==> src/hdl/rsqf_pkg.sv <==
// shared types, constants and arithmetic helpers of the resampled quadrature filter
package rsqf_pkg;

    localparam int SAMPLE_BITS = 16;
    localparam int STATE_FRAC  = 30 - SAMPLE_BITS;
    localparam int ACC_W       = 67;
    localparam int RND_W       = ACC_W - 30;
    localparam int SUM_W       = RND_W + 1;
    localparam int DVD_W       = 64;
    localparam int DVS_W       = 32;

    localparam logic [2:0] REG_GRID_STEP     = 3'd0;
    localparam logic [2:0] REG_COEF_ALPHA_B0 = 3'd1;
    localparam logic [2:0] REG_COEF_A1       = 3'd2;
    localparam logic [2:0] REG_COEF_A2       = 3'd3;
    localparam logic [2:0] REG_COEF_BETA_B0  = 3'd4;

    localparam logic [23:0] GRID_STEP_RST = 24'd1000;
    localparam logic [15:0] CONF_ONE      = 16'd32768;

    typedef enum logic [2:0] {
        JOB_Q, JOB_U, JOB_A1, JOB_A2, JOB_AB, JOB_B1, JOB_B2, JOB_BB
    } t_job;

    typedef enum logic [1:0] {
        DSEL_N, DSEL_CONF, DSEL_Q
    } t_dsel;

    typedef struct packed {
        logic [23:0] grid_step;
        logic [31:0] coef_alpha_b0;
        logic [31:0] coef_a1;
        logic [31:0] coef_a2;
        logic [31:0] coef_beta_b0;
    } t_cfg;

    typedef struct packed {
        logic       load_in;
        logic       store_first;
        logic       advance;
        logic       div_start;
        t_dsel      div_sel;
        logic       latch_n;
        logic       set_conf_full;
        logic       latch_conf;
        logic       mul_en;
        t_job       job;
        logic [1:0] phase;
        logic       fin_job;
        logic       latch_ip;
        logic       push;
        logic       finish;
    } t_dp_cmd;

    typedef struct packed {
        logic first;
        logic drop;
        logic empty;
        logic conf_full;
        logic div_busy;
        logic div_done;
        logic last_pt;
        logic out_full;
    } t_dp_stat;

    function automatic logic [31:0] sat32(input logic [SUM_W-1:0] x);
        logic signed [SUM_W-1:0] v;
        logic [31:0]             r;
        v = $signed(x);
        if (v > $signed({{(SUM_W-31){1'b0}}, {31{1'b1}}})) begin
            r = 32'h7FFF_FFFF;
        end else if (v < $signed({{(SUM_W-31){1'b1}}, {31{1'b0}}})) begin
            r = 32'h8000_0000;
        end else begin
            r = x[31:0];
        end
        return r;
    endfunction

    // round half up to whole samples, then saturate
    function automatic logic [SAMPLE_BITS-1:0] to_sample(input logic [RND_W-1:0] x);
        logic [RND_W-1:0]                    t;
        logic signed [RND_W-STATE_FRAC-1:0]  s;
        logic [SAMPLE_BITS-1:0]              r;
        t = x + {{(RND_W-STATE_FRAC){1'b0}}, 1'b1, {(STATE_FRAC-1){1'b0}}};
        s = $signed(t[RND_W-1:STATE_FRAC]);
        if (s > $signed({{(RND_W-STATE_FRAC-SAMPLE_BITS+1){1'b0}},
                         {(SAMPLE_BITS-1){1'b1}}})) begin
            r = {1'b0, {(SAMPLE_BITS-1){1'b1}}};
        end else if (s < $signed({{(RND_W-STATE_FRAC-SAMPLE_BITS+1){1'b1}},
                                  {(SAMPLE_BITS-1){1'b0}}})) begin
            r = {1'b1, {(SAMPLE_BITS-1){1'b0}}};
        end else begin
            r = t[STATE_FRAC+SAMPLE_BITS-1:STATE_FRAC];
        end
        return r;
    endfunction

endpackage

==> src/hdl/resampled_sogi_quadrature_filter_unit.sv <==
// Resampled SOGI quadrature filter: timestamped samples in, resampled filter outputs out.
// The slave stream takes one request per sample: tdata holds the timestamp and the
// sample, tuser restarts the grid at that timestamp. For every grid point between the
// previous and the current timestamp the block interpolates a sample, blends it by its
// confidence with the last in-phase output and runs both biquads. Each grid point gives
// one request on the master stream; tlast marks the last point of a sample, tuser
// flags a run cut short after MAX_RUN points with the grid resynced.
// A sample that gives no grid point ends after the check. One that gives points runs a
// check, a point count divide, a confidence step and a closing step, plus a divide when the
// confidence must be divided; for every grid point a 64-step radix-2 divider does the
// interpolation, and a shared 33x18 multiplier runs eight jobs.
// The slave side is ready only between samples. Results sit in a one-deep output
// register; a stalled receiver holds the engine before its next push, and the next
// sample is taken while the last result still waits.
// Reset clears the filter and grid state, marks no previous sample and loads the
// registers with their defaults (grid_step 1000, coefficients zero). The APB port is
// to be written only between samples; the user must keep to this, the block does not enforce it.
module resampled_sogi_quadrature_filter_unit #(
    parameter int MAX_RUN = 64
) (
    input  logic        i_clk,
    input  logic        i_rst_n,
    // slave stream
    input  logic        s_tvalid,
    output logic        s_tready,
    input  logic [47:0] s_tdata,   // [31:0] timestamp, [47:32] sample_value
    input  logic        s_tuser,   // [0] restart_grid
    // master stream
    output logic        m_tvalid,
    input  logic        m_tready,
    output logic [79:0] m_tdata,   // [15:0] alpha_out, [31:16] beta_out,
                                   // [47:32] confidence, [79:48] grid_time
    output logic        m_tlast,
    output logic        m_tuser,   // [0] gap_overflow
    // configuration
    input  logic        psel,
    input  logic        penable,
    input  logic        pwrite,
    input  logic [4:0]  paddr,
    input  logic [31:0] pwdata,
    output logic [31:0] prdata,
    output logic        pready
);

    logic [23:0] r_grid_step;
    logic [31:0] r_coef_alpha_b0, r_coef_a1, r_coef_a2, r_coef_beta_b0;

    rsqf_pkg::t_cfg     cfg;
    rsqf_pkg::t_dp_cmd  dp_cmd;
    rsqf_pkg::t_dp_stat dp_stat;
    logic [15:0] out_alpha, out_beta, out_conf;
    logic [31:0] out_grid;
    logic        out_ovf, out_last;

    always_ff @(posedge i_clk) begin
        if (!i_rst_n) begin
            r_grid_step     <= rsqf_pkg::GRID_STEP_RST;
            r_coef_alpha_b0 <= '0;
            r_coef_a1       <= '0;
            r_coef_a2       <= '0;
            r_coef_beta_b0  <= '0;
        end else if (psel && penable && pwrite) begin
            case (paddr[4:2])
                rsqf_pkg::REG_GRID_STEP:     r_grid_step     <= pwdata[23:0];
                rsqf_pkg::REG_COEF_ALPHA_B0: r_coef_alpha_b0 <= pwdata;
                rsqf_pkg::REG_COEF_A1:       r_coef_a1       <= pwdata;
                rsqf_pkg::REG_COEF_A2:       r_coef_a2       <= pwdata;
                rsqf_pkg::REG_COEF_BETA_B0:  r_coef_beta_b0  <= pwdata;
                default: begin
                end
            endcase
        end
    end

    always_comb begin
        case (paddr[4:2])
            rsqf_pkg::REG_GRID_STEP:     prdata = {8'b0, r_grid_step};
            rsqf_pkg::REG_COEF_ALPHA_B0: prdata = r_coef_alpha_b0;
            rsqf_pkg::REG_COEF_A1:       prdata = r_coef_a1;
            rsqf_pkg::REG_COEF_A2:       prdata = r_coef_a2;
            rsqf_pkg::REG_COEF_BETA_B0:  prdata = r_coef_beta_b0;
            default:                     prdata = '0;
        endcase
    end

    assign pready = 1'b1;

    assign cfg.grid_step     = r_grid_step;
    assign cfg.coef_alpha_b0 = r_coef_alpha_b0;
    assign cfg.coef_a1       = r_coef_a1;
    assign cfg.coef_a2       = r_coef_a2;
    assign cfg.coef_beta_b0  = r_coef_beta_b0;

    rsqf_ctrl u_ctrl (
        .i_clk      (i_clk),
        .i_rst_n    (i_rst_n),
        .i_in_valid (s_tvalid),
        .o_in_ready (s_tready),
        .i_stat     (dp_stat),
        .o_cmd      (dp_cmd)
    );

    rsqf_dp #(
        .MAX_RUN (MAX_RUN)
    ) u_dp (
        .i_clk       (i_clk),
        .i_rst_n     (i_rst_n),
        .i_cfg       (cfg),
        .i_cmd       (dp_cmd),
        .o_stat      (dp_stat),
        .i_ts        (s_tdata[31:0]),
        .i_val       (s_tdata[47:32]),
        .i_restart   (s_tuser),
        .o_out_valid (m_tvalid),
        .i_out_ready (m_tready),
        .o_alpha     (out_alpha),
        .o_beta      (out_beta),
        .o_conf      (out_conf),
        .o_grid      (out_grid),
        .o_ovf       (out_ovf),
        .o_last      (out_last)
    );

    assign m_tdata = {out_grid, out_conf, out_beta, out_alpha};
    assign m_tlast = out_last;
    assign m_tuser = out_ovf;

`ifndef SYNTH
    a_push_room: assert property (@(posedge i_clk) disable iff (!i_rst_n)
        dp_cmd.push |-> !dp_stat.out_full)
        else $error("result pushed into a full output register");

    a_div_idle: assert property (@(posedge i_clk) disable iff (!i_rst_n)
        dp_cmd.div_start |-> !dp_stat.div_busy)
        else $error("divider started while busy");

    a_conf_range: assert property (@(posedge i_clk) disable iff (!i_rst_n)
        m_tvalid |-> (m_tdata[47:32] <= 16'd32768))
        else $error("confidence above one");

    a_busy_after_take: assert property (@(posedge i_clk) disable iff (!i_rst_n)
        (s_tvalid && s_tready) |=> !s_tready)
        else $error("second sample taken before the first was handled");
`endif

endmodule

==> src/hdl/rsqf_div.sv <==
// radix-2 restoring divider, one quotient bit per cycle
module rsqf_div (
    input  logic                          i_clk,
    input  logic                          i_rst_n,
    input  logic                          i_start,
    input  logic [rsqf_pkg::DVD_W-1:0]    i_dividend,
    input  logic [rsqf_pkg::DVS_W-1:0]    i_divisor,
    output logic                          o_busy,
    output logic                          o_done,
    output logic [rsqf_pkg::DVD_W-1:0]    o_quot
);

    localparam int CW = $clog2(rsqf_pkg::DVD_W);

    logic                          r_busy;
    logic                          r_done;
    logic [CW-1:0]                 r_cnt;
    logic [rsqf_pkg::DVS_W-1:0]    r_rem;
    logic [rsqf_pkg::DVS_W-1:0]    r_dvs;
    logic [rsqf_pkg::DVD_W-1:0]    r_quo;
    logic [rsqf_pkg::DVS_W:0]      rem_sh;
    logic [rsqf_pkg::DVS_W:0]      rem_sub;
    logic                          fits;

    assign rem_sh  = {r_rem, r_quo[rsqf_pkg::DVD_W-1]};
    assign rem_sub = rem_sh - {1'b0, r_dvs};
    assign fits    = rem_sh >= {1'b0, r_dvs};

    always_ff @(posedge i_clk) begin
        if (!i_rst_n) begin
            r_busy <= 1'b0;
            r_done <= 1'b0;
            r_cnt  <= '0;
        end else begin
            r_done <= 1'b0;
            if (i_start) begin
                r_busy <= 1'b1;
                r_cnt  <= '0;
            end else if (r_busy) begin
                r_cnt <= r_cnt + 1'b1;
                if (r_cnt == {CW{1'b1}}) begin
                    r_busy <= 1'b0;
                    r_done <= 1'b1;
                end
            end
        end
    end

    always_ff @(posedge i_clk) begin
        if (i_start) begin
            r_rem <= '0;
            r_dvs <= i_divisor;
            r_quo <= i_dividend;
        end else if (r_busy) begin
            r_rem <= fits ? rem_sub[rsqf_pkg::DVS_W-1:0] : rem_sh[rsqf_pkg::DVS_W-1:0];
            r_quo <= {r_quo[rsqf_pkg::DVD_W-2:0], fits};
        end
    end

    assign o_busy = r_busy;
    assign o_done = r_done;
    assign o_quot = r_quo;

endmodule

==> src/hdl/rsqf_dp.sv <==
// datapath: sample state, grid tracking, shared multiplier, biquads, result register
module rsqf_dp #(
    parameter int MAX_RUN = 64
) (
    input  logic                 i_clk,
    input  logic                 i_rst_n,
    input  rsqf_pkg::t_cfg       i_cfg,
    input  rsqf_pkg::t_dp_cmd    i_cmd,
    output rsqf_pkg::t_dp_stat   o_stat,
    input  logic [31:0]          i_ts,
    input  logic [15:0]          i_val,
    input  logic                 i_restart,
    output logic                 o_out_valid,
    input  logic                 i_out_ready,
    output logic [15:0]          o_alpha,
    output logic [15:0]          o_beta,
    output logic [15:0]          o_conf,
    output logic [31:0]          o_grid,
    output logic                 o_ovf,
    output logic                 o_last
);

    localparam int NW    = $clog2(MAX_RUN + 1);
    localparam int ACC_W = rsqf_pkg::ACC_W;
    localparam int RND_W = rsqf_pkg::RND_W;
    localparam int SUM_W = rsqf_pkg::SUM_W;

    // request and model state
    logic [31:0] r_ts;
    logic [15:0] r_val;
    logic        r_rst;
    logic [31:0] r_prev_time;
    logic [15:0] r_prev_val;
    logic        r_have_prev;
    logic [31:0] r_next_grid;
    logic [31:0] r_ad1, r_ad2, r_bd1, r_bd2;
    logic [15:0] r_fb;

    // run state
    logic [31:0]      r_dtarg;
    logic [NW-1:0]    r_n;
    logic [NW-1:0]    r_k;
    logic             r_ovf;
    logic [15:0]      r_conf;
    logic [32:0]      r_ip;
    logic [32:0]      r_u;
    logic [SUM_W-1:0] r_sum;
    logic [31:0]      r_in;
    logic [RND_W-1:0] r_va;

    // multiplier pipeline
    logic [50:0]      r_prod;
    logic             r_pv;
    logic             r_pfirst;
    logic             r_pshift;
    logic [ACC_W-1:0] r_acc;

    // result register
    logic        r_ov;
    logic [15:0] r_o_alpha, r_o_beta, r_o_conf;
    logic [31:0] r_o_grid;
    logic        r_o_ovf, r_o_last;

    logic [23:0] step;
    logic [25:0] step3;
    logic [31:0] gap, off;
    logic [16:0] diff, absd;
    logic        neg;
    logic [30:0] mag;
    logic [63:0] dvd;
    logic [31:0] dvs;
    logic        div_busy, div_done;
    logic [63:0] quo;
    logic [33:0] s34;
    logic [31:0] coef;
    logic [32:0] mul_a;
    logic [17:0] mul_b;
    logic        mul_shift;
    logic signed [50:0] prod;
    logic [ACC_W-1:0] term;
    logic [ACC_W-1:0] acc_r;
    logic [RND_W-1:0] rnd;
    logic [ACC_W-1:0] acc_u;
    logic [SUM_W-1:0] sum_next;
    logic [32:0]      pv33, fb33, ip_next;
    logic [15:0]      va_s;

    assign step  = (i_cfg.grid_step == 24'd0) ? 24'd1 : i_cfg.grid_step;
    assign step3 = {2'b0, step} + {1'b0, step, 1'b0};
    assign gap   = r_ts - r_prev_time;
    assign off   = r_next_grid - r_prev_time;
    assign diff  = {r_val[15], r_val} - {r_prev_val[15], r_prev_val};
    assign neg   = diff[16];
    assign absd  = neg ? (17'd0 - diff) : diff;
    assign mag   = {absd[16:0], {rsqf_pkg::STATE_FRAC{1'b0}}};

    always_comb begin
        case (i_cmd.div_sel)
            rsqf_pkg::DSEL_CONF: begin
                dvd = {23'b0, step3, 15'b0} + {32'b0, gap};
                dvs = {gap[30:0], 1'b0};
            end
            rsqf_pkg::DSEL_Q: begin
                dvd = r_acc[63:0] + {33'b0, gap[31:1]};
                dvs = gap;
            end
            default: begin
                dvd = {32'b0, gap - 32'd1 - off};
                dvs = {8'b0, step};
            end
        endcase
    end

    rsqf_div u_div (
        .i_clk      (i_clk),
        .i_rst_n    (i_rst_n),
        .i_start    (i_cmd.div_start),
        .i_dividend (dvd),
        .i_divisor  (dvs),
        .o_busy     (div_busy),
        .o_done     (div_done),
        .o_quot     (quo)
    );

    // filter operand of the coefficient products
    always_comb begin
        case (i_cmd.job)
            rsqf_pkg::JOB_A1: s34 = {{2{r_ad1[31]}}, r_ad1};
            rsqf_pkg::JOB_A2: s34 = {{2{r_ad2[31]}}, r_ad2};
            rsqf_pkg::JOB_AB: s34 = {{2{r_in[31]}}, r_in} - {{2{r_ad2[31]}}, r_ad2};
            rsqf_pkg::JOB_B1: s34 = {{2{r_bd1[31]}}, r_bd1};
            rsqf_pkg::JOB_B2: s34 = {{2{r_bd2[31]}}, r_bd2};
            rsqf_pkg::JOB_BB: s34 = {{2{r_in[31]}}, r_in} + {r_bd1[31], r_bd1, 1'b0}
                                    + {{2{r_bd2[31]}}, r_bd2};
            default:          s34 = '0;
        endcase
        case (i_cmd.job)
            rsqf_pkg::JOB_A1, rsqf_pkg::JOB_B1: coef = i_cfg.coef_a1;
            rsqf_pkg::JOB_A2, rsqf_pkg::JOB_B2: coef = i_cfg.coef_a2;
            rsqf_pkg::JOB_AB:                   coef = i_cfg.coef_alpha_b0;
            rsqf_pkg::JOB_BB:                   coef = i_cfg.coef_beta_b0;
            default:                            coef = '0;
        endcase
    end

    assign fb33 = {{3{r_fb[15]}}, r_fb, {rsqf_pkg::STATE_FRAC{1'b0}}};

    always_comb begin
        case (i_cmd.job)
            rsqf_pkg::JOB_Q: begin
                mul_a     = {2'b0, mag};
                mul_b     = i_cmd.phase[0] ? {3'b0, r_dtarg[30:16]} : {2'b0, r_dtarg[15:0]};
                mul_shift = i_cmd.phase[0];
            end
            rsqf_pkg::JOB_U: begin
                mul_a     = i_cmd.phase[0] ? fb33 : r_ip;
                mul_b     = i_cmd.phase[0] ? {2'b0, rsqf_pkg::CONF_ONE - r_conf}
                                           : {2'b0, r_conf};
                mul_shift = 1'b0;
            end
            default: begin
                mul_a     = {coef[31], coef};
                mul_b     = i_cmd.phase[0] ? s34[33:16] : {2'b0, s34[15:0]};
                mul_shift = i_cmd.phase[0];
            end
        endcase
    end

    assign prod  = $signed(mul_a) * $signed(mul_b);
    assign term  = r_pshift ? {r_prod, 16'b0} : {{16{r_prod[50]}}, r_prod};
    assign acc_r = r_acc + {{(ACC_W-30){1'b0}}, 1'b1, 29'b0};
    assign rnd   = acc_r[ACC_W-1:30];
    assign acc_u = r_acc + {{(ACC_W-15){1'b0}}, 1'b1, 14'b0};
    assign sum_next = r_sum - {rnd[RND_W-1], rnd};
    assign pv33  = {{3{r_prev_val[15]}}, r_prev_val, {rsqf_pkg::STATE_FRAC{1'b0}}};
    assign ip_next = neg ? (pv33 - {1'b0, quo[31:0]}) : (pv33 + {1'b0, quo[31:0]});
    assign va_s  = rsqf_pkg::to_sample(r_va);

    always_ff @(posedge i_clk) begin
        if (!i_rst_n) begin
            r_pv <= 1'b0;
        end else begin
            r_pv <= i_cmd.mul_en;
        end
    end

    always_ff @(posedge i_clk) begin
        if (i_cmd.mul_en) begin
            r_prod   <= prod;
            r_pfirst <= (i_cmd.phase == 2'd0);
            r_pshift <= mul_shift;
        end
        if (r_pv) begin
            r_acc <= r_pfirst ? term : (r_acc + term);
        end
    end

    // model state
    always_ff @(posedge i_clk) begin
        if (!i_rst_n) begin
            r_prev_time <= '0;
            r_prev_val  <= '0;
            r_have_prev <= 1'b0;
            r_next_grid <= '0;
            r_ad1       <= '0;
            r_ad2       <= '0;
            r_bd1       <= '0;
            r_bd2       <= '0;
            r_fb        <= '0;
        end else begin
            if (i_cmd.store_first) begin
                r_prev_time <= r_ts;
                r_prev_val  <= r_val;
                r_have_prev <= 1'b1;
                r_next_grid <= r_ts;
            end
            if (i_cmd.advance) begin
                r_prev_time <= r_ts;
                r_prev_val  <= r_val;
            end
            if (i_cmd.finish) begin
                r_prev_time <= r_ts;
                r_prev_val  <= r_val;
                r_next_grid <= r_ovf ? r_ts : (r_prev_time + r_dtarg);
            end
            if (i_cmd.fin_job && i_cmd.job == rsqf_pkg::JOB_AB) begin
                r_ad2 <= r_ad1;
                r_ad1 <= r_in;
            end
            if (i_cmd.fin_job && i_cmd.job == rsqf_pkg::JOB_BB) begin
                r_bd2 <= r_bd1;
                r_bd1 <= r_in;
                r_fb  <= va_s;
            end
        end
    end

    // request and run registers
    always_ff @(posedge i_clk) begin
        if (i_cmd.load_in) begin
            r_ts  <= i_ts;
            r_val <= i_val;
            r_rst <= i_restart;
        end
        if (i_cmd.latch_n) begin
            r_dtarg <= off;
            r_k     <= '0;
            if (quo >= 64'(MAX_RUN)) begin
                r_ovf <= 1'b1;
                r_n   <= NW'(MAX_RUN);
            end else begin
                r_ovf <= 1'b0;
                r_n   <= quo[NW-1:0] + NW'(1);
            end
        end
        if (i_cmd.set_conf_full) begin
            r_conf <= rsqf_pkg::CONF_ONE;
        end
        if (i_cmd.latch_conf) begin
            r_conf <= quo[15:0];
        end
        if (i_cmd.latch_ip) begin
            r_ip <= ip_next;
        end
        if (i_cmd.push) begin
            r_dtarg <= r_dtarg + {8'b0, step};
            r_k     <= r_k + NW'(1);
        end
        if (i_cmd.fin_job) begin
            case (i_cmd.job)
                rsqf_pkg::JOB_U: begin
                    r_u   <= acc_u[47:15];
                    r_sum <= {{(SUM_W-33){acc_u[47]}}, acc_u[47:15]};
                end
                rsqf_pkg::JOB_A1, rsqf_pkg::JOB_B1: begin
                    r_sum <= sum_next;
                end
                rsqf_pkg::JOB_A2, rsqf_pkg::JOB_B2: begin
                    r_in <= rsqf_pkg::sat32(sum_next);
                end
                rsqf_pkg::JOB_AB: begin
                    r_va  <= rnd;
                    r_sum <= {{(SUM_W-33){r_u[32]}}, r_u};
                end
                default: begin
                end
            endcase
        end
    end

    // result register
    always_ff @(posedge i_clk) begin
        if (!i_rst_n) begin
            r_ov <= 1'b0;
        end else if (i_cmd.push) begin
            r_ov <= 1'b1;
        end else if (i_out_ready) begin
            r_ov <= 1'b0;
        end
    end

    always_ff @(posedge i_clk) begin
        if (i_cmd.push) begin
            r_o_alpha <= va_s;
            r_o_beta  <= rsqf_pkg::to_sample(rnd);
            r_o_conf  <= r_conf;
            r_o_grid  <= r_prev_time + r_dtarg;
            r_o_ovf   <= r_ovf;
            r_o_last  <= (r_k == r_n - NW'(1));
        end
    end

    always_comb begin
        o_stat.first     = r_rst | ~r_have_prev;
        o_stat.drop      = (gap == 32'd0) | gap[31];
        o_stat.empty     = ~(off < gap);
        o_stat.conf_full = {gap, 1'b0} <= {7'b0, step3};
        o_stat.div_busy  = div_busy;
        o_stat.div_done  = div_done;
        o_stat.last_pt   = (r_k == r_n - NW'(1));
        o_stat.out_full  = r_ov & ~i_out_ready;
    end

    assign o_out_valid = r_ov;
    assign o_alpha     = r_o_alpha;
    assign o_beta      = r_o_beta;
    assign o_conf      = r_o_conf;
    assign o_grid      = r_o_grid;
    assign o_ovf       = r_o_ovf;
    assign o_last      = r_o_last;

endmodule

==> src/hdl/rsqf_ctrl.sv <==
// controller: sequences divides, multiply jobs and result pushes for one request
module rsqf_ctrl (
    input  logic                 i_clk,
    input  logic                 i_rst_n,
    input  logic                 i_in_valid,
    output logic                 o_in_ready,
    input  rsqf_pkg::t_dp_stat   i_stat,
    output rsqf_pkg::t_dp_cmd    o_cmd
);

    typedef enum logic [3:0] {
        S_IDLE, S_CHECK, S_DIVN, S_CONF, S_DIVC, S_MUL, S_DIVQ, S_FIN
    } t_state;

    t_state          r_state;
    rsqf_pkg::t_job  r_job;
    logic [1:0]      r_phase;

    always_ff @(posedge i_clk) begin
        if (!i_rst_n) begin
            r_state <= S_IDLE;
            r_job   <= rsqf_pkg::JOB_Q;
            r_phase <= 2'd0;
        end else begin
            case (r_state)
                S_IDLE: begin
                    if (i_in_valid) r_state <= S_CHECK;
                end
                S_CHECK: begin
                    if (i_stat.first || i_stat.drop || i_stat.empty) r_state <= S_IDLE;
                    else r_state <= S_DIVN;
                end
                S_DIVN: begin
                    if (i_stat.div_done) r_state <= S_CONF;
                end
                S_CONF: begin
                    if (i_stat.conf_full) begin
                        r_state <= S_MUL;
                        r_job   <= rsqf_pkg::JOB_Q;
                        r_phase <= 2'd0;
                    end else begin
                        r_state <= S_DIVC;
                    end
                end
                S_DIVC: begin
                    if (i_stat.div_done) begin
                        r_state <= S_MUL;
                        r_job   <= rsqf_pkg::JOB_Q;
                        r_phase <= 2'd0;
                    end
                end
                S_MUL: begin
                    if (r_phase != 2'd3) begin
                        r_phase <= r_phase + 2'd1;
                    end else if (r_job == rsqf_pkg::JOB_Q) begin
                        r_state <= S_DIVQ;
                    end else if (r_job == rsqf_pkg::JOB_BB) begin
                        if (!i_stat.out_full) begin
                            r_phase <= 2'd0;
                            r_job   <= rsqf_pkg::JOB_Q;
                            if (i_stat.last_pt) r_state <= S_FIN;
                        end
                    end else begin
                        r_phase <= 2'd0;
                        r_job   <= rsqf_pkg::t_job'(r_job + 3'd1);
                    end
                end
                S_DIVQ: begin
                    if (i_stat.div_done) begin
                        r_state <= S_MUL;
                        r_job   <= rsqf_pkg::JOB_U;
                        r_phase <= 2'd0;
                    end
                end
                S_FIN: begin
                    r_state <= S_IDLE;
                end
                default: begin
                    r_state <= S_IDLE;
                end
            endcase
        end
    end

    always_comb begin
        o_cmd         = '0;
        o_cmd.job     = r_job;
        o_cmd.phase   = r_phase;
        o_cmd.div_sel = rsqf_pkg::DSEL_N;
        o_in_ready    = 1'b0;
        case (r_state)
            S_IDLE: begin
                o_in_ready    = 1'b1;
                o_cmd.load_in = i_in_valid;
            end
            S_CHECK: begin
                if (i_stat.first) begin
                    o_cmd.store_first = 1'b1;
                end else if (i_stat.drop) begin
                    o_cmd.store_first = 1'b0;
                end else if (i_stat.empty) begin
                    o_cmd.advance = 1'b1;
                end else begin
                    o_cmd.div_start = 1'b1;
                end
            end
            S_DIVN: begin
                o_cmd.latch_n = i_stat.div_done;
            end
            S_CONF: begin
                if (i_stat.conf_full) begin
                    o_cmd.set_conf_full = 1'b1;
                end else begin
                    o_cmd.div_start = 1'b1;
                    o_cmd.div_sel   = rsqf_pkg::DSEL_CONF;
                end
            end
            S_DIVC: begin
                o_cmd.latch_conf = i_stat.div_done;
            end
            S_MUL: begin
                case (r_phase)
                    2'd0, 2'd1: o_cmd.mul_en = 1'b1;
                    2'd3: begin
                        if (r_job == rsqf_pkg::JOB_Q) begin
                            o_cmd.fin_job   = 1'b1;
                            o_cmd.div_start = 1'b1;
                            o_cmd.div_sel   = rsqf_pkg::DSEL_Q;
                        end else if (r_job == rsqf_pkg::JOB_BB) begin
                            o_cmd.fin_job = ~i_stat.out_full;
                            o_cmd.push    = ~i_stat.out_full;
                        end else begin
                            o_cmd.fin_job = 1'b1;
                        end
                    end
                    default: begin
                        o_cmd.mul_en = 1'b0;
                    end
                endcase
            end
            S_DIVQ: begin
                o_cmd.div_sel  = rsqf_pkg::DSEL_Q;
                o_cmd.latch_ip = i_stat.div_done;
            end
            S_FIN: begin
                o_cmd.finish = 1'b1;
            end
            default: begin
                o_in_ready = 1'b0;
            end
        endcase
    end

endmodule
==> config.mk <==
export PLATFORM = sky130hd
export DESIGN_NAME = resampled_sogi_quadrature_filter_unit
export DESIGN_NICKNAME = d
export VERILOG_FILES = /design/src/hdl/rsqf_pkg.sv /design/src/hdl/resampled_sogi_quadrature_filter_unit.sv /design/src/hdl/rsqf_div.sv /design/src/hdl/rsqf_dp.sv /design/src/hdl/rsqf_ctrl.sv
export SDC_FILE = /design/constraint.sdc
export NUM_CORES = 2
export LEC_CHECK = 0
export BUFFER_PORTS_ARGS = -buffer_cell sky130_fd_sc_hd__buf_2
export CAP_MARGIN = 25
export CORE_MARGIN = 5
export CORE_UTILIZATION = 55
export DETAILED_ROUTE_END_ITERATION = 8
export PLACE_DENSITY = 0.75
export REMOVE_ABC_BUFFERS = 1
export SLEW_MARGIN = 10
export SYNTH_ARGS = -nofsm -noshare
export SYNTH_HDL_FRONTEND = slang
export SYNTH_SLANG_ARGS = --single-unit
==> constraint.sdc <==
create_clock -name i_clk -period 12 [get_ports i_clk]
set_clock_uncertainty 0.15 [all_clocks]
set_input_delay 1.2 -clock i_clk [delete_from_list [all_inputs] [get_ports i_clk]]
set_output_delay 1.2 -clock i_clk [all_outputs]
set_load 0.01 [all_outputs]
==> results.py <==
metrics = {
    "logic_synthesis": {
        "yosys_warnings": 0,
        "synth.area.top_cells": "edfxtp_1, fa_1, dfxtp_1, ha_1, nand2_1",
        "synth_seq_area_share_pct": 28.02,
        "netlist.area_leader.share_pct": 18.69,
        "syn_inst": 10504,
        "netlist-cell-type-count": 108,
        "synth_top_cell_by_area": "edfxtp_1",
        "synth_seq_cells": 997,
        "async_flop_share_pct": 0,
        "synth-main-ff-cell": "edfxtp_1",
        "synth_edf_count": 570,
        "syn_area_sq_um": 91580,
        "syn-mean-instance-area_sq_um": 8.718,
    },
    "floorplan": {
        "ios": 210,
        "core_sq_um": 165200,
        "start_util_pct": 55.44,
        "die_x_um": 418.1,
        "rows": 149,
        "die_area_sq_um": 174800,
        "die-height_um": 418.1,
    },
    "cts": {
        "cts.clk_slew.worst_paths_ps": 60,
        "insertion_delay_ps": 810,
        "postCtsHoldBufs": 0,
        "cts_buffer_depth": 3,
        "htree_levels": 3,
        "clock-root-buffer": "clkbuf_16",
        "cts_tree": "built",
        "numCtsBuffers": 114,
        "clock_sinks": 997,
    },
    "grt": {
        "track_usage_pct": 34.59,
        "grt_use_met2_pct": 54.11,
        "grt_use_met3_pct": 5.428,
        "antenna_found_initial": 20,
        "use_met1_pct": 46.73,
        "grt_pass1_wl_um": 467000,
        "grt_overflow": 0,
        "grt_pass1_vias": 77385,
        "grt_busiest_layer": "met2",
        "grt_max_degree": 183,
    },
    "setup_path": {
        "worst-path-max-fanout": 14,
        "path_class": "reg -> reg",
        "crit_arrival_ps": 11860,
        "setup.worst_path.end_class": "flip-flop",
        "slowest_stage": "fa_1",
        "crit_top_cell": "fa_1",
        "required_ps": 12310,
        "start_kind": "flip-flop",
        "critPathMaxStageDelay_ps": 580,
        "crit_family": "compound AO/OA/AOI/OAI gates",
        "crit_buf_inv": 5,
    },
    "routing": {
        "drc": 3,
        "drtAntennaViolNets": 0,
        "totalWireLength_um": 310200,
        "vias_per_cell": 6.267,
        "dr.pass1.iters": 9,
        "drt_iter0_markers": 9169,
        "wl_per_cell_um": 24.22,
        "vias": 80258,
    },
    "timing": {
        "slew_viol_final": 0,
        "worstMarginPinSlew_ps": 1124,
        "period_share_pct": 96.20,
        "timing.fmax_mhz": 86.63,
        "setup_violations": 0,
        "slew_headroom_pct": 23.13,
        "period_needed_ps": 11540,
        "final_hold_viol_count": 0,
    },
    "hold_path": {
        "hp-class": "reg -> reg",
    },
    "power_and_ir_drop": {
        "p_per_area_nw_per_um2": 363.2,
        "p_leak_nw": 42.51,
        "ir_drop_mv": 1.845,
    },
    "cells_and_area": {
        "nNetsFinal": 11900,
        "design_area_sq_um": 99770,
        "n_fill_cell": 14200,
        "final_cell_count_no_fill": 12807,
        "syn_to_final_growth_pct": 8.945,
        "layout-drive-gt1-share_pct": 8.237,
    },
    "placement": {
        "dp.cells": 12573,
        "port_buffers": 206,
        "dpl_cell_area_sq_um": 95270,
        "gp_congestion": 1.010,
        "hpwl_um": 238700,
    },
    "run_status": {
        "violations": "design-rule violations",
        "status": "complete, but fails checks",
    },
    "flow_run": {
        "cap_violations": 0,
    },
}
## cell usage after synthesis (69+ instances only)
master    count
o31ai_1      92
mux2i_1      80
a22oi_1      96
nor2b_1     149
o21ai_0     430
clkbuf_1    441
a21o_1      310
and2_1      136
fa_1        617
nand2b_1    116
nand3_1     231
a31oi_1      70
xnor2_1     401
ha_1        678
nand2_1    1537
edfxtp_1    570
nor3_1      115
inv_1      1101
o21a_1       77
nand4_1      89
dfxtp_1     427
nor2_1      555
a21oi_1     814
a211oi_1     72
xor2_1      239
mux2_2      108
and3_1       69
## area by class of cell
class	count	area (sq um)	area share, %
Multi-Input combinational cell	7879	60040	60.18
Sequential cell	997	25670	25.73
Inverter	1108	4169	4.179
Clock buffer	154	3368	3.376
Timing Repair Buffer	412	2893	2.899
Tap cell	2189	2739	2.745
Clock inverter	61	874.6	0.8766
Antenna cell	7	17.52	0.01756
## power breakdown
group          switching [mW]  total, mW  internal, mW  leakage [nW]
combinational            15.3       27.2          11.9          31.8
clock                    1.59       3.94          2.35          2.08
sequential              0.157       5.05          4.89          8.58
## repair_timing
| action | CTS | global route |
|---|---|---|
| buffers inserted | 0 | 5 |
| setup endpoints to repair | 0 | 10 |
| gates resized for setup | 0 | 12 |
## sequential cells by signal, summed over array words and instances, names as in the netlist, 33 cells and up
name               cells
u_dp.r_u              33
u_dp.r_ip             33
u_dp.r_prod           51
u_dp.r_acc            67
u_dp.r_sum            38
u_dp.u_div.o_quot     64
## cells in the final DEF (no fill, tap or decap), types with 66 or more instances in the layout
master / instances
a31oi_1: 66
buf_2: 208
xnor2_1: 401
inv_1: 1100
nand4_1: 89
dfxtp_1: 423
nand2b_1: 115
nand2_1: 1533
and3_1: 67
clkbuf_16: 128
o31ai_1: 88
buf_4: 179
nor3_1: 113
and2_1: 134
fa_1: 617
ha_1: 676
nor2_1: 549
o21ai_0: 427
a21o_1: 310
a22oi_1: 96
mux2_2: 108
a21oi_1: 808
mux2i_1: 80
o21a_1: 75
edfxtp_1: 570
nand3_1: 229
xor2_1: 239
nor2b_1: 144
a221o_1: 66
a211oi_1: 72
## layer usage
metal  wire, um  vias to the layer above
met5         82                        -
met4      18880                       12
met3      29100                      781
met2     137600                     4118
met1     124500                    39144
li1           -                    36203
## metrics by stage
step | setup slack (ps) | TNS, ps | hold WS (ps) | util [%] | total power [mW]
after floorplan | 117.2 | 0 | 286.0 | - | 24.25
after global placement | 371.3 | 0 | 300.7 | 57.64 | 31.12
after detailed placement | 326.7 | 0 | 306.3 | 57.68 | 31.86
after CTS | 185.9 | 0 | 319.9 | 60.25 | 35.92
after global routing | -38.25 | -105.2 | 336.3 | 60.40 | 39.79
final | 456.5 | 0 | 320.7 | 60.40 | 36.23
## logic make-up after synthesis
kind of cell	count (synthesis)	synth area share (%)
simple gates	3202	15.94
compound gates	2537	17.96
buf+inv	1628	6.794
fa+ha+maj	1295	22.75
mux	203	2.387
other cells	1	0.004095
xor+xnor	641	6.139
flops	997	28.02
## worst reg2reg max path: cells and delay by family (launching register included)
| kind | cells | cell delay (ps) |
|---|---|---|
| AOI/OAI and AO/OA | 22 | 4790 |
| adders and majority gates | 10 | 4640 |
| and+or+nand+nor | 3 | 610 |
| DFF | 1 | 480 |
| buffers and inverters | 5 | 460 |
| xor gates and xnor gates | 1 | 90 |
## worst paths after layout
check	endpoint	startpoint	cells after the start	slack [ps]
hold / removal	u_dp.r_ad1[18]	u_dp.r_ad1[18]	2	320
setup / recovery	u_dp.r_prod[50]	u_dp.r_in[1]	41	460
hold reg to reg	u_dp.r_ad1[18]	u_dp.r_ad1[18]	2	320
setup reg to reg	u_dp.r_prod[50]	u_dp.r_in[1]	41	460
Note: power is estimated with default switching activity, not from simulation.
